$ cat config.mk
export PLATFORM = sky130hd
export DESIGN_NAME = moving_average_smoother_unit
export DESIGN_NICKNAME = d
export VERILOG_FILES = /design/src/hw/rtl/mas_pkg.sv /design/src/hw/rtl/mas_ram.sv /design/src/hw/rtl/mas_front.sv /design/src/hw/rtl/mas_queue.sv /design/src/hw/rtl/mas_back.sv /design/src/hw/rtl/moving_average_smoother_unit.sv
export SDC_FILE = /design/constraint.sdc
export NUM_CORES = 2
export LEC_CHECK = 0
export BUFFER_PORTS_ARGS = -buffer_cell sky130_fd_sc_hd__buf_2
export CORE_ASPECT_RATIO = 1.1
export CORE_MARGIN = 2
export CORE_UTILIZATION = 31
export CTS_BUF_LIST = sky130_fd_sc_hd__clkbuf_4 sky130_fd_sc_hd__clkbuf_8 sky130_fd_sc_hd__clkbuf_16
export DETAILED_ROUTE_END_ITERATION = 10
export HOLD_SLACK_MARGIN = 0.03
export PLACE_DENSITY = 0.49
export SLEW_MARGIN = 10
export SYNTH_ARGS = -nofsm -noshare
export SYNTH_HDL_FRONTEND = slang
export SYNTH_HIERARCHICAL = 1
export SYNTH_SLANG_ARGS = --single-unit
$ cat constraint.sdc
create_clock -name clk -period 10.7 [get_ports clk]
set_input_delay 1.605 -clock clk [delete_from_list [all_inputs] [get_ports clk]]
set_output_delay 1.605 -clock clk [all_outputs]
set_load 0.01 [all_outputs]
$ cat src/hw/rtl/mas_pkg.sv
// Shared constants and types of the moving average smoother.
package mas_pkg;

	localparam int SAMPLE_WIDTH = 16;
	localparam int MAX_SPAN     = 63;
	localparam int FRAME_W      = 16;
	localparam int SPAN_W       = $clog2(MAX_SPAN + 1);
	localparam int HALF_W       = SPAN_W - 1;
	localparam int STORE_DEPTH  = MAX_SPAN + 1;
	localparam int ADDR_W       = $clog2(STORE_DEPTH);
	localparam int SUM_W        = SAMPLE_WIDTH + SPAN_W;
	localparam int AVG_W        = 24;
	localparam int FRAC_W       = 8;
	localparam int QUEUE_DEPTH  = 4;
	localparam int QCNT_W       = $clog2(QUEUE_DEPTH + 1);
	localparam int CFG_IDX_W    = 1;
	localparam int CFG_DATA_W   = FRAME_W;
	localparam int OUT_DATA_W   = AVG_W + FRAME_W;

	localparam logic [CFG_IDX_W-1:0] REG_FRAME_LENGTH = 1'd0;
	localparam logic [CFG_IDX_W-1:0] REG_SPAN         = 1'd1;

	localparam logic [FRAME_W-1:0] FRAME_LENGTH_RST = 16'd1024;
	localparam logic [SPAN_W-1:0]  SPAN_RST         = 6'd5;

	typedef struct packed {
		logic signed [SUM_W-1:0] sum;
		logic [SPAN_W-1:0]       div;
		logic [FRAME_W-1:0]      pos;
		logic                    last;
	} op_t;

	typedef struct packed {
		logic valid;
		op_t  op;
	} push_t;

endpackage

$ cat src/hw/rtl/mas_ram.sv
// Generic single-write, single-read RAM with registered read data.
module mas_ram #(
	parameter int WIDTH = 8,
	parameter int DEPTH = 16
) (
	input  logic                     clk,
	input  logic                     we,
	input  logic [$clog2(DEPTH)-1:0] waddr,
	input  logic [WIDTH-1:0]         wdata,
	input  logic [$clog2(DEPTH)-1:0] raddr,
	output logic [WIDTH-1:0]         rdata
);

	logic [WIDTH-1:0] mem [DEPTH];

	always_ff @(posedge clk) begin
		if (we) begin
			mem[waddr] <= wdata;
		end
		rdata <= mem[raddr];
	end

endmodule

$ cat src/hw/rtl/mas_front.sv
// Front end: config registers, prefix sums, window classification and tail sequencing.
module mas_front (
	input  logic                            clk,
	input  logic                            arst_n,
	input  logic                            cfg_we,
	input  logic [mas_pkg::CFG_IDX_W-1:0]   cfg_index,
	input  logic [mas_pkg::CFG_DATA_W-1:0]  cfg_data,
	input  logic                            s_axis_tvalid,
	output logic                            s_axis_tready,
	input  logic [mas_pkg::SAMPLE_WIDTH-1:0] s_axis_tdata,
	output mas_pkg::push_t                  push,
	input  logic [mas_pkg::QCNT_W-1:0]      q_count
);
	import mas_pkg::*;

	typedef enum logic {ST_IDLE, ST_TAIL} state_t;
	typedef enum logic [1:0] {MODE_DIRECT, MODE_HEAD, MODE_DIFF} mode_t;

	state_t                  state_q;
	logic [FRAME_W-1:0]      frame_length_q;
	logic [SPAN_W-1:0]       span_q;
	logic [FRAME_W-1:0]      count_q;
	logic signed [SUM_W-1:0] prefix_q;
	logic [HALF_W-1:0]       tail_cnt_q;
	logic [FRAME_W-1:0]      tail_pos_q;
	logic [ADDR_W-1:0]       tail_rd_q;
	logic [SPAN_W-1:0]       tail_div_q;

	logic                    valid_s1;
	mode_t                   mode_s1;
	logic signed [SUM_W-1:0] qhi_s1;
	logic [SPAN_W-1:0]       div_s1;
	logic [FRAME_W-1:0]      pos_s1;
	logic                    last_s1;

	logic [QCNT_W:0]         pend;
	logic                    room;
	logic                    accept;
	logic [SPAN_W-1:0]       sp_eff;
	logic [HALF_W-1:0]       half;
	logic [SPAN_W-1:0]       two_h;
	logic signed [SUM_W-1:0] qk;
	logic [FRAME_W:0]        cnt_inc;
	logic                    is_final;
	logic                    emit_ok;
	logic [FRAME_W-1:0]      i_mid;
	logic [FRAME_W-1:0]      lo_mid;
	logic                    head_region;

	logic                    issue;
	mode_t                   mode;
	logic [ADDR_W-1:0]       rd_addr;
	logic signed [SUM_W-1:0] qhi;
	logic [SPAN_W-1:0]       div;
	logic [FRAME_W-1:0]      pos;
	logic                    last;

	logic [SUM_W-1:0]        rdata;
	logic signed [SUM_W-1:0] rd_sum;
	logic signed [SUM_W-1:0] sum_s1;

	assign pend          = (QCNT_W+1)'(q_count) + (QCNT_W+1)'(valid_s1);
	assign room          = pend < (QCNT_W+1)'(QUEUE_DEPTH);
	assign s_axis_tready = (state_q == ST_IDLE) && room;
	assign accept        = s_axis_tvalid && s_axis_tready;

	assign sp_eff      = (span_q == '0) ? SPAN_W'(1) : span_q;
	assign half        = HALF_W'((sp_eff - SPAN_W'(1)) >> 1);
	assign two_h       = {half, 1'b0};
	assign qk          = ((count_q == '0) ? SUM_W'(0) : prefix_q)
		+ SUM_W'($signed(s_axis_tdata));
	assign cnt_inc     = {1'b0, count_q} + (FRAME_W+1)'(1);
	assign is_final    = cnt_inc >= {1'b0, frame_length_q};
	assign emit_ok     = frame_length_q > FRAME_W'(sp_eff);
	assign i_mid       = count_q - FRAME_W'(half);
	assign lo_mid      = count_q - FRAME_W'(two_h);
	assign head_region = count_q < FRAME_W'(two_h);

	always_comb begin
		issue   = 1'b0;
		mode    = MODE_DIFF;
		rd_addr = lo_mid[ADDR_W-1:0] - ADDR_W'(1);
		qhi     = qk;
		div     = sp_eff;
		pos     = i_mid;
		last    = 1'b0;
		if (state_q == ST_TAIL) begin
			issue   = room;
			rd_addr = tail_rd_q;
			qhi     = prefix_q;
			div     = tail_div_q;
			pos     = tail_pos_q;
			last    = (tail_cnt_q == HALF_W'(1));
		end else if (accept && emit_ok) begin
			if (is_final) begin
				issue = 1'b1;
				last  = (half == '0);
			end else if (count_q >= FRAME_W'(half)) begin
				issue = 1'b1;
				if (head_region) begin
					mode    = MODE_HEAD;
					rd_addr = {i_mid[ADDR_W-2:0], 1'b0};
					div     = {i_mid[SPAN_W-2:0], 1'b1};
				end else if (lo_mid == '0) begin
					mode = MODE_DIRECT;
				end
			end
		end
	end

	mas_ram #(
		.WIDTH (SUM_W),
		.DEPTH (STORE_DEPTH)
	) u_store (
		.clk   (clk),
		.we    (accept),
		.waddr (count_q[ADDR_W-1:0]),
		.wdata (qk),
		.raddr (rd_addr),
		.rdata (rdata)
	);

	always_ff @(posedge clk or negedge arst_n) begin
		if (!arst_n) begin
			state_q        <= ST_IDLE;
			frame_length_q <= FRAME_LENGTH_RST;
			span_q         <= SPAN_RST;
			count_q        <= '0;
			prefix_q       <= '0;
			tail_cnt_q     <= '0;
			tail_pos_q     <= '0;
			tail_rd_q      <= '0;
			tail_div_q     <= '0;
			valid_s1       <= 1'b0;
			mode_s1        <= MODE_DIRECT;
			qhi_s1         <= '0;
			div_s1         <= '0;
			pos_s1         <= '0;
			last_s1        <= 1'b0;
		end else begin
			if (cfg_we) begin
				unique case (cfg_index)
					REG_FRAME_LENGTH: frame_length_q <= cfg_data[FRAME_W-1:0];
					REG_SPAN:         span_q         <= cfg_data[SPAN_W-1:0];
				endcase
			end
			if (cfg_we) begin
				count_q <= '0;
			end else if (accept) begin
				count_q <= is_final ? '0 : cnt_inc[FRAME_W-1:0];
			end
			if (accept) begin
				prefix_q <= qk;
				if (is_final && emit_ok && (half != '0)) begin
					state_q    <= ST_TAIL;
					tail_cnt_q <= half;
					tail_pos_q <= i_mid + FRAME_W'(1);
					tail_rd_q  <= lo_mid[ADDR_W-1:0] + ADDR_W'(1);
					tail_div_q <= two_h - SPAN_W'(1);
				end
			end
			if ((state_q == ST_TAIL) && room) begin
				tail_cnt_q <= tail_cnt_q - HALF_W'(1);
				tail_pos_q <= tail_pos_q + FRAME_W'(1);
				tail_rd_q  <= tail_rd_q + ADDR_W'(2);
				tail_div_q <= tail_div_q - SPAN_W'(2);
				if (tail_cnt_q == HALF_W'(1)) begin
					state_q <= ST_IDLE;
				end
			end
			valid_s1 <= issue;
			mode_s1  <= mode;
			qhi_s1   <= qhi;
			div_s1   <= div;
			pos_s1   <= pos;
			last_s1  <= last;
		end
	end

	assign rd_sum = $signed(rdata);

	always_comb begin
		case (mode_s1)
			MODE_DIRECT: sum_s1 = qhi_s1;
			MODE_HEAD:   sum_s1 = rd_sum;
			default:     sum_s1 = qhi_s1 - rd_sum;
		endcase
	end

	assign push.valid   = valid_s1;
	assign push.op.sum  = sum_s1;
	assign push.op.div  = div_s1;
	assign push.op.pos  = pos_s1;
	assign push.op.last = last_s1;

	a_tail_count: assert property (@(posedge clk) disable iff (!arst_n)
		(state_q == ST_TAIL) |-> (tail_cnt_q != '0))
		else $error("tail sequence running with nothing left");

	a_no_rw_clash: assert property (@(posedge clk) disable iff (!arst_n)
		(issue && accept) |-> (rd_addr != count_q[ADDR_W-1:0]))
		else $error("window read hits the entry being written");

endmodule

$ cat src/hw/rtl/mas_queue.sv
// Short queue of window sums between front end and divider.
module mas_queue (
	input  logic                       clk,
	input  logic                       arst_n,
	input  mas_pkg::push_t             push,
	input  logic                       pop,
	output mas_pkg::op_t               head,
	output logic                       not_empty,
	output logic [mas_pkg::QCNT_W-1:0] count
);
	import mas_pkg::*;

	localparam int PTR_W = $clog2(QUEUE_DEPTH);

	op_t               mem_q [QUEUE_DEPTH];
	logic [PTR_W-1:0]  wr_ptr_q;
	logic [PTR_W-1:0]  rd_ptr_q;
	logic [QCNT_W-1:0] count_q;

	always_ff @(posedge clk) begin
		if (push.valid) begin
			mem_q[wr_ptr_q] <= push.op;
		end
	end

	always_ff @(posedge clk or negedge arst_n) begin
		if (!arst_n) begin
			wr_ptr_q <= '0;
			rd_ptr_q <= '0;
			count_q  <= '0;
		end else begin
			if (push.valid) begin
				wr_ptr_q <= wr_ptr_q + PTR_W'(1);
			end
			if (pop) begin
				rd_ptr_q <= rd_ptr_q + PTR_W'(1);
			end
			if (push.valid && !pop) begin
				count_q <= count_q + QCNT_W'(1);
			end else if (!push.valid && pop) begin
				count_q <= count_q - QCNT_W'(1);
			end
		end
	end

	assign head      = mem_q[rd_ptr_q];
	assign not_empty = (count_q != '0);
	assign count     = count_q;

	a_no_overflow: assert property (@(posedge clk) disable iff (!arst_n)
		push.valid |-> (count_q != QCNT_W'(QUEUE_DEPTH)))
		else $error("queue push while full");

	a_no_underflow: assert property (@(posedge clk) disable iff (!arst_n)
		pop |-> (count_q != '0))
		else $error("queue pop while empty");

endmodule

$ cat src/hw/rtl/mas_back.sv
// Back end: reciprocal divide, saturation and output register.
module mas_back (
	input  logic                           clk,
	input  logic                           arst_n,
	input  mas_pkg::op_t                   head,
	input  logic                           not_empty,
	output logic                           pop,
	output logic                           m_axis_tvalid,
	input  logic                           m_axis_tready,
	output logic [mas_pkg::OUT_DATA_W-1:0] m_axis_tdata,
	output logic                           m_axis_tlast
);
	import mas_pkg::*;

	localparam int MAG_W   = SUM_W - 1;
	localparam int NUM_W   = MAG_W + FRAC_W;
	localparam int RECIP_W = NUM_W + 1;
	localparam int PROD_W  = MAG_W + RECIP_W;
	localparam int P2_W    = RECIP_W + SPAN_W;
	localparam int DIV_CNT = 1 << SPAN_W;
	localparam logic [RECIP_W-1:0] RECIP_NUM   = RECIP_W'(1) << NUM_W;
	localparam logic [RECIP_W-1:0] POS_LIMIT   = RECIP_W'((1 << (AVG_W - 1)) - 1);
	localparam logic [RECIP_W-1:0] NEG_LIMIT   = RECIP_W'(1 << (AVG_W - 1));
	localparam logic [AVG_W-1:0]   AVG_POS_MAX = {1'b0, {(AVG_W-1){1'b1}}};
	localparam logic [AVG_W-1:0]   AVG_NEG_MIN = {1'b1, {(AVG_W-1){1'b0}}};

	logic [RECIP_W-1:0] recip_tbl [DIV_CNT];

	for (genvar gd = 0; gd < DIV_CNT; gd++) begin : g_recip
		localparam logic [RECIP_W-1:0] RV = RECIP_NUM / ((gd == 0) ? 1 : gd);
		assign recip_tbl[gd] = RV;
	end

	logic                    adv;
	logic signed [SUM_W-1:0] neg_sum;
	logic [SUM_W-1:0]        abs_sum;

	logic                    v_s1, v_s2, v_s3;
	logic                    neg_s1, neg_s2, neg_s3;
	logic [MAG_W-1:0]        mag_s1, mag_s2, mag_s3;
	logic [RECIP_W-1:0]      recip_s1;
	logic [SPAN_W-1:0]       div_s1, div_s2;
	logic [FRAME_W-1:0]      pos_s1, pos_s2, pos_s3;
	logic                    last_s1, last_s2, last_s3;
	logic [PROD_W-1:0]       prod_s2;
	logic [RECIP_W-1:0]      q0;
	logic [RECIP_W-1:0]      q0_s3;
	logic [P2_W-1:0]         prod2_s3;

	logic [P2_W-1:0]         num;
	logic [RECIP_W-1:0]      quo;
	logic [AVG_W-1:0]        avg;

	logic                    m_valid_q;
	logic [AVG_W-1:0]        avg_q;
	logic [FRAME_W-1:0]      pos_q;
	logic                    last_q;

	assign adv     = !m_valid_q || m_axis_tready;
	assign pop     = adv && not_empty;
	assign neg_sum = -head.sum;
	assign abs_sum = head.sum[SUM_W-1] ? neg_sum : head.sum;
	assign q0      = prod_s2[PROD_W-1 -: RECIP_W];

	assign num = P2_W'({mag_s3, FRAC_W'(0)});
	assign quo = (prod2_s3 <= num) ? (q0_s3 + RECIP_W'(1)) : q0_s3;

	always_comb begin
		if (neg_s3) begin
			avg = (quo > NEG_LIMIT) ? AVG_NEG_MIN : -quo[AVG_W-1:0];
		end else begin
			avg = (quo > POS_LIMIT) ? AVG_POS_MAX : quo[AVG_W-1:0];
		end
	end

	always_ff @(posedge clk or negedge arst_n) begin
		if (!arst_n) begin
			v_s1      <= 1'b0;
			v_s2      <= 1'b0;
			v_s3      <= 1'b0;
			m_valid_q <= 1'b0;
		end else if (adv) begin
			v_s1      <= pop;
			v_s2      <= v_s1;
			v_s3      <= v_s2;
			m_valid_q <= v_s3;
		end
	end

	always_ff @(posedge clk) begin
		if (adv) begin
			neg_s1   <= head.sum[SUM_W-1];
			mag_s1   <= abs_sum[MAG_W-1:0];
			recip_s1 <= recip_tbl[head.div];
			div_s1   <= head.div;
			pos_s1   <= head.pos;
			last_s1  <= head.last;

			prod_s2  <= PROD_W'(mag_s1) * PROD_W'(recip_s1);
			neg_s2   <= neg_s1;
			mag_s2   <= mag_s1;
			div_s2   <= div_s1;
			pos_s2   <= pos_s1;
			last_s2  <= last_s1;

			prod2_s3 <= P2_W'(q0 + RECIP_W'(1)) * P2_W'(div_s2);
			q0_s3    <= q0;
			neg_s3   <= neg_s2;
			mag_s3   <= mag_s2;
			pos_s3   <= pos_s2;
			last_s3  <= last_s2;

			avg_q    <= avg;
			pos_q    <= pos_s3;
			last_q   <= last_s3;
		end
	end

	assign m_axis_tvalid = m_valid_q;
	assign m_axis_tdata  = {pos_q, avg_q};
	assign m_axis_tlast  = last_q;

	a_stage_to_out: assert property (@(posedge clk) disable iff (!arst_n)
		(v_s3 && adv) |=> m_valid_q)
		else $error("divider result lost before output register");

	a_pop_gated: assert property (@(posedge clk) disable iff (!arst_n)
		pop |-> (adv && not_empty))
		else $error("queue popped while divider stalled");

endmodule

$ cat src/hw/rtl/moving_average_smoother_unit.sv
// Top level of the moving average smoother: front end, queue and divider.
// Path: front-end register, queue, divider stages s1 to s3, output register.
// Throughput: one sample and one result per cycle while the output is ready; the final
// sample of a frame releases h+1 results (h = (span-1)/2), one per cycle from the single
// prefix-sum store read port; the input is held off for them and while the queue is full.
// Reset: frame_length 1024, span 5, frame restarts; store contents are not cleared.
module moving_average_smoother_unit (
	input  logic                             clk,
	input  logic                             arst_n,
	input  logic                             cfg_we,
	input  logic [mas_pkg::CFG_IDX_W-1:0]    cfg_index,
	input  logic [mas_pkg::CFG_DATA_W-1:0]   cfg_data,
	input  logic                             s_axis_tvalid,
	output logic                             s_axis_tready,
	input  logic [mas_pkg::SAMPLE_WIDTH-1:0] s_axis_tdata,   // sample
	output logic                             m_axis_tvalid,
	input  logic                             m_axis_tready,
	output logic [mas_pkg::OUT_DATA_W-1:0]   m_axis_tdata,   // average, position
	output logic                             m_axis_tlast
);
	import mas_pkg::*;

	push_t             push;
	op_t               head;
	logic              not_empty;
	logic              pop;
	logic [QCNT_W-1:0] q_count;

	mas_front u_front (
		.clk           (clk),
		.arst_n        (arst_n),
		.cfg_we        (cfg_we),
		.cfg_index     (cfg_index),
		.cfg_data      (cfg_data),
		.s_axis_tvalid (s_axis_tvalid),
		.s_axis_tready (s_axis_tready),
		.s_axis_tdata  (s_axis_tdata),
		.push          (push),
		.q_count       (q_count)
	);

	mas_queue u_queue (
		.clk       (clk),
		.arst_n    (arst_n),
		.push      (push),
		.pop       (pop),
		.head      (head),
		.not_empty (not_empty),
		.count     (q_count)
	);

	mas_back u_back (
		.clk           (clk),
		.arst_n        (arst_n),
		.head          (head),
		.not_empty     (not_empty),
		.pop           (pop),
		.m_axis_tvalid (m_axis_tvalid),
		.m_axis_tready (m_axis_tready),
		.m_axis_tdata  (m_axis_tdata),
		.m_axis_tlast  (m_axis_tlast)
	);

endmodule

==> results.py <==
metrics = {
    "timing": {
        "fmax_mhz": 113.7,
        "finalSetupViolCount": 0,
        "layout_min_cycle_time_ns": 8.793,
        "finalHoldViolCount": 0,
        "slew_headroom_pct": 18.80,
        "rsz0062_at_grt": "no",
        "slew_viol_final": 0,
        "fin_crit_sh_pct": 82.18,
        "setup_tns_ns": 0,
        "worst_slew_pin_slew_ns": 1.218,
        "hold_ws_ns": 0.4069,
        "skew_ns": 0.1089,
    },
    "yosys": {
        "yosysWarnings": 6,
        "synth-main-ff-cell": "edfxtp_1",
        "async_flop_share_pct": 7.431,
        "synth_area_sq_um": 111500,
        "synth_area_leaders": "edfxtp_1 (51%), fa_1 (12%), mux4_2 (8.1%)",
        "syn_area_per_cell_sq_um": 14.03,
        "synth_top_area_share_pct": 50.74,
        "ys_seq_elements": 2059,
        "synth_fp_nets": 8971,
        "synth_cell_type_count": 109,
        "synth-edff-count": 1884,
        "yosysSeqAreaShare_pct": 54.58,
        "synth_largest_area_cell": "edfxtp_1",
        "synthCells": 7947,
    },
    "placement": {
        "finalWeightedCongestion": 0.8404,
        "io_buffer_count": 80,
        "dp_hpwl_mm": 198.8,
    },
    "floorplan": {
        "die_w_microns": 575.8,
        "fp.dieH_microns": 633.0,
        "ios": 81,
        "rows": 230,
        "die-area_sq_um": 364500,
        "start_util_pct": 31.19,
        "core_area_sq_um": 357400,
    },
    "min_path": {
        "holdPathStages": 0,
        "hold_class": "reg2reg",
        "min_to": "u_back/mag_s3[13]",
        "min-delay-start": "u_back/mag_s2[13]",
    },
    "drt": {
        "drtPass1Iterations": 6,
        "drtIter0Drc": 4512,
        "drt_drc_violations_left": 0,
        "wl_per_cell_microns": 23.02,
        "viasPerCell": 4.997,
        "drt-total-wl_mm": 298.7,
        "vias": 64850,
        "antenna_left": 0,
    },
    "layout": {
        "syn_to_final_growth_pct": 12.69,
        "fill_cells": 34390,
        "final_common_cell": "edfxtp_1",
        "fin_nets": 9037,
        "mostFrequentLayoutCells": "edfxtp_1 (1,884), inv_1 (813), nand2_1 (800)",
        "drive_gt1_share_pct": 15.35,
    },
    "grt": {
        "grt_overflow": 0,
        "grtUsageTotal_pct": 16.27,
        "grt_max_degree": 134,
        "antenna_found_initial": 13,
        "grt_pass1_vias": 68170,
        "grt_pass1_wl_mm": 448.0,
    },
    "critical_path": {
        "crit_arrival_ns": 9.37,
        "required_ns": 11.28,
        "critPathKind": "reg2reg",
        "cp_max_fo": 31,
        "slowest_stage": "edfxtp_1",
        "rr_startpoint": "u_back/mag_s1[5]",
        "rr_endpoint": "u_back/prod_s2[50]",
        "worstRegToRegCells": 24,
        "rrSetupSlack_ns": 1.91,
        "end_kind": "register",
        "slowest_delay_ns": 1.11,
        "path_cells": "and2_1, fa_1, fa_1, inv_1, fa_1, inv_1, fa_1, inv_1, fa_1, inv_1, fa_1, fa_1, ha_1, and3_1, a221oi_1, nor4b_1, a21oi_1, a2111oi_1, buf_4, o211ai_1, a211oi_1, o21ai_0, a21oi_1, xnor2_1",
        "critPathLaunchType": "register",
        "cpMostUsedCell": "fa_1",
    },
    "cts": {
        "htreeDepth": 4,
        "postCtsResizedCells": 0,
        "cts_hold_buf": 0,
        "cts.clk_slew.worst_paths_ns": 0.06,
        "cts_setup_buffers": 0,
        "clockRootBuffer": "clkbuf_16",
        "cts_tree": "built",
        "cts.sinks": 2059,
        "numCtsBuffers": 229,
        "clock_latency_ns": 0.94,
        "cts_buffer_depth": 4,
    },
    "job": {
        "max_cap_violations": 0,
    },
    "run_status": {
        "status": "finished clean",
    },
}
flip-flops by register name (all words and copies together) (netlist names), 24 cells and up:
signal               count
u_back/avg_q            24
u_back/prod2_s3         36
u_back/prod_s2          30
u_back/q0_s3            30
u_back/recip_s1         30
u_front/u_store/mem   1408
u_queue/mem_q          180
how the worst max path moves through the flow:
stage / startpoint / to / cells past startpoint
after floorplan: u_back/recip_s1[8] / u_back/prod_s2[50] / 24
after global placement: u_back/mag_s1[3] / u_back/prod_s2[50] / 24
after detailed placement: u_back/mag_s1[5] / u_back/prod_s2[50] / 24
after CTS: u_back/mag_s1[5] / u_back/prod_s2[50] / 24
after global routing: u_back/mag_s1[5] / u_back/prod_s2[50] / 24
final: u_back/mag_s1[5] / u_back/prod_s2[50] / 24
critical path: cells and delay by family (launching register included):
kind	cells	cell delay [ns]
fa+ha+maj	8	3.84
compound gates	7	2.27
xor+xnor	1	0.07
buf+inv	5	0.48
simple gates	3	0.73
flops	1	1.11
through the flow:
step / std cells / util, % / cell area, sq um / setup slack [ns]
after CTS: 12960 / 35.14 / 125600 / 1.707
after global placement: 12540 / 33.00 / 117900 / 1.745
after detailed placement: 12540 / 33.00 / 117900 / 1.734
after global routing: 12970 / 35.15 / 125600 / 1.399
final: 12980 / 35.15 / 125600 / 1.907
after floorplan: 7947 / - / 111500 / 2.998
cell families (layout without fill, tap and decap cells):
kind of cell	after synthesis	in the layout	share of synthesized area (%)
AO/OA/AOI/OAI	921	921	5.605
XOR/XNOR	231	231	1.828
adder cells (fa/ha/maj)	989	989	15.46
buffers and inverters	1245	1505	4.445
flip-flops	2059	2059	54.58
multiplexers	555	555	9.538
other	0	13	0
AND/OR/NAND/NOR	1947	1947	8.544
routing by layer:
metal / part of all wire (%) / wire length [microns] / track usage (%) / vias to the layer above
met2: 51 / 153700 / 29.00 / 1470
met4: 2.8 / 8256 / 4.675 / 0
met1: 42 / 125100 / 20.87 / 34270
met3: 3.9 / 11610 / 1.648 / 401
li1: - / - / - / 28710
met5: 0 / 0 / 0 / -
synth_stat cells, types with 17 or more instances:
master and instances:
a211oi_1 38, a21o_1 62, a21oi_1 197, a221oi_1 35, a22o_1 41, a22oi_1 48, a31oi_1 29, and2_1 376
and3_1 53, buf_1 25, buf_2 49, buf_4 37, clkbuf_1 296, dfrtp_1 150, dfxtp_1 22, edfxtp_1 1884
fa_1 649, ha_1 337, inv_1 826, mux2_2 48, mux2i_1 105, mux4_2 400, nand2_1 800, nand2b_1 30
nand3_1 137, nand4_1 43, nor2_1 248, nor2b_1 50, nor3_1 66, nor4_1 18, o211ai_1 26, o21a_1 27
o21ai_0 194, o21bai_1 19, o221ai_1 19, o22ai_1 19, o31ai_1 34, or3_1 29, or4_1 17, xnor2_1 157
xor2_1 73
final cells by class:
cell class                      count  area (sq um)  area share, %
Antenna cell                       13         32.53        0.02589
Clock buffer                      312          6476          5.155
Clock inverter                    113          1177         0.9372
Inverter                          829          3112          2.477
Multi-Input combinational cell   4643         46230          36.80
Sequential cell                  2059         60850          48.44
Tap cell                         4756          5951          4.737
Timing Repair Buffer              251          1803          1.435
Power is not shown: default switching activity piles up to over one toggle a cycle in this logic, so the estimate is an artifact.
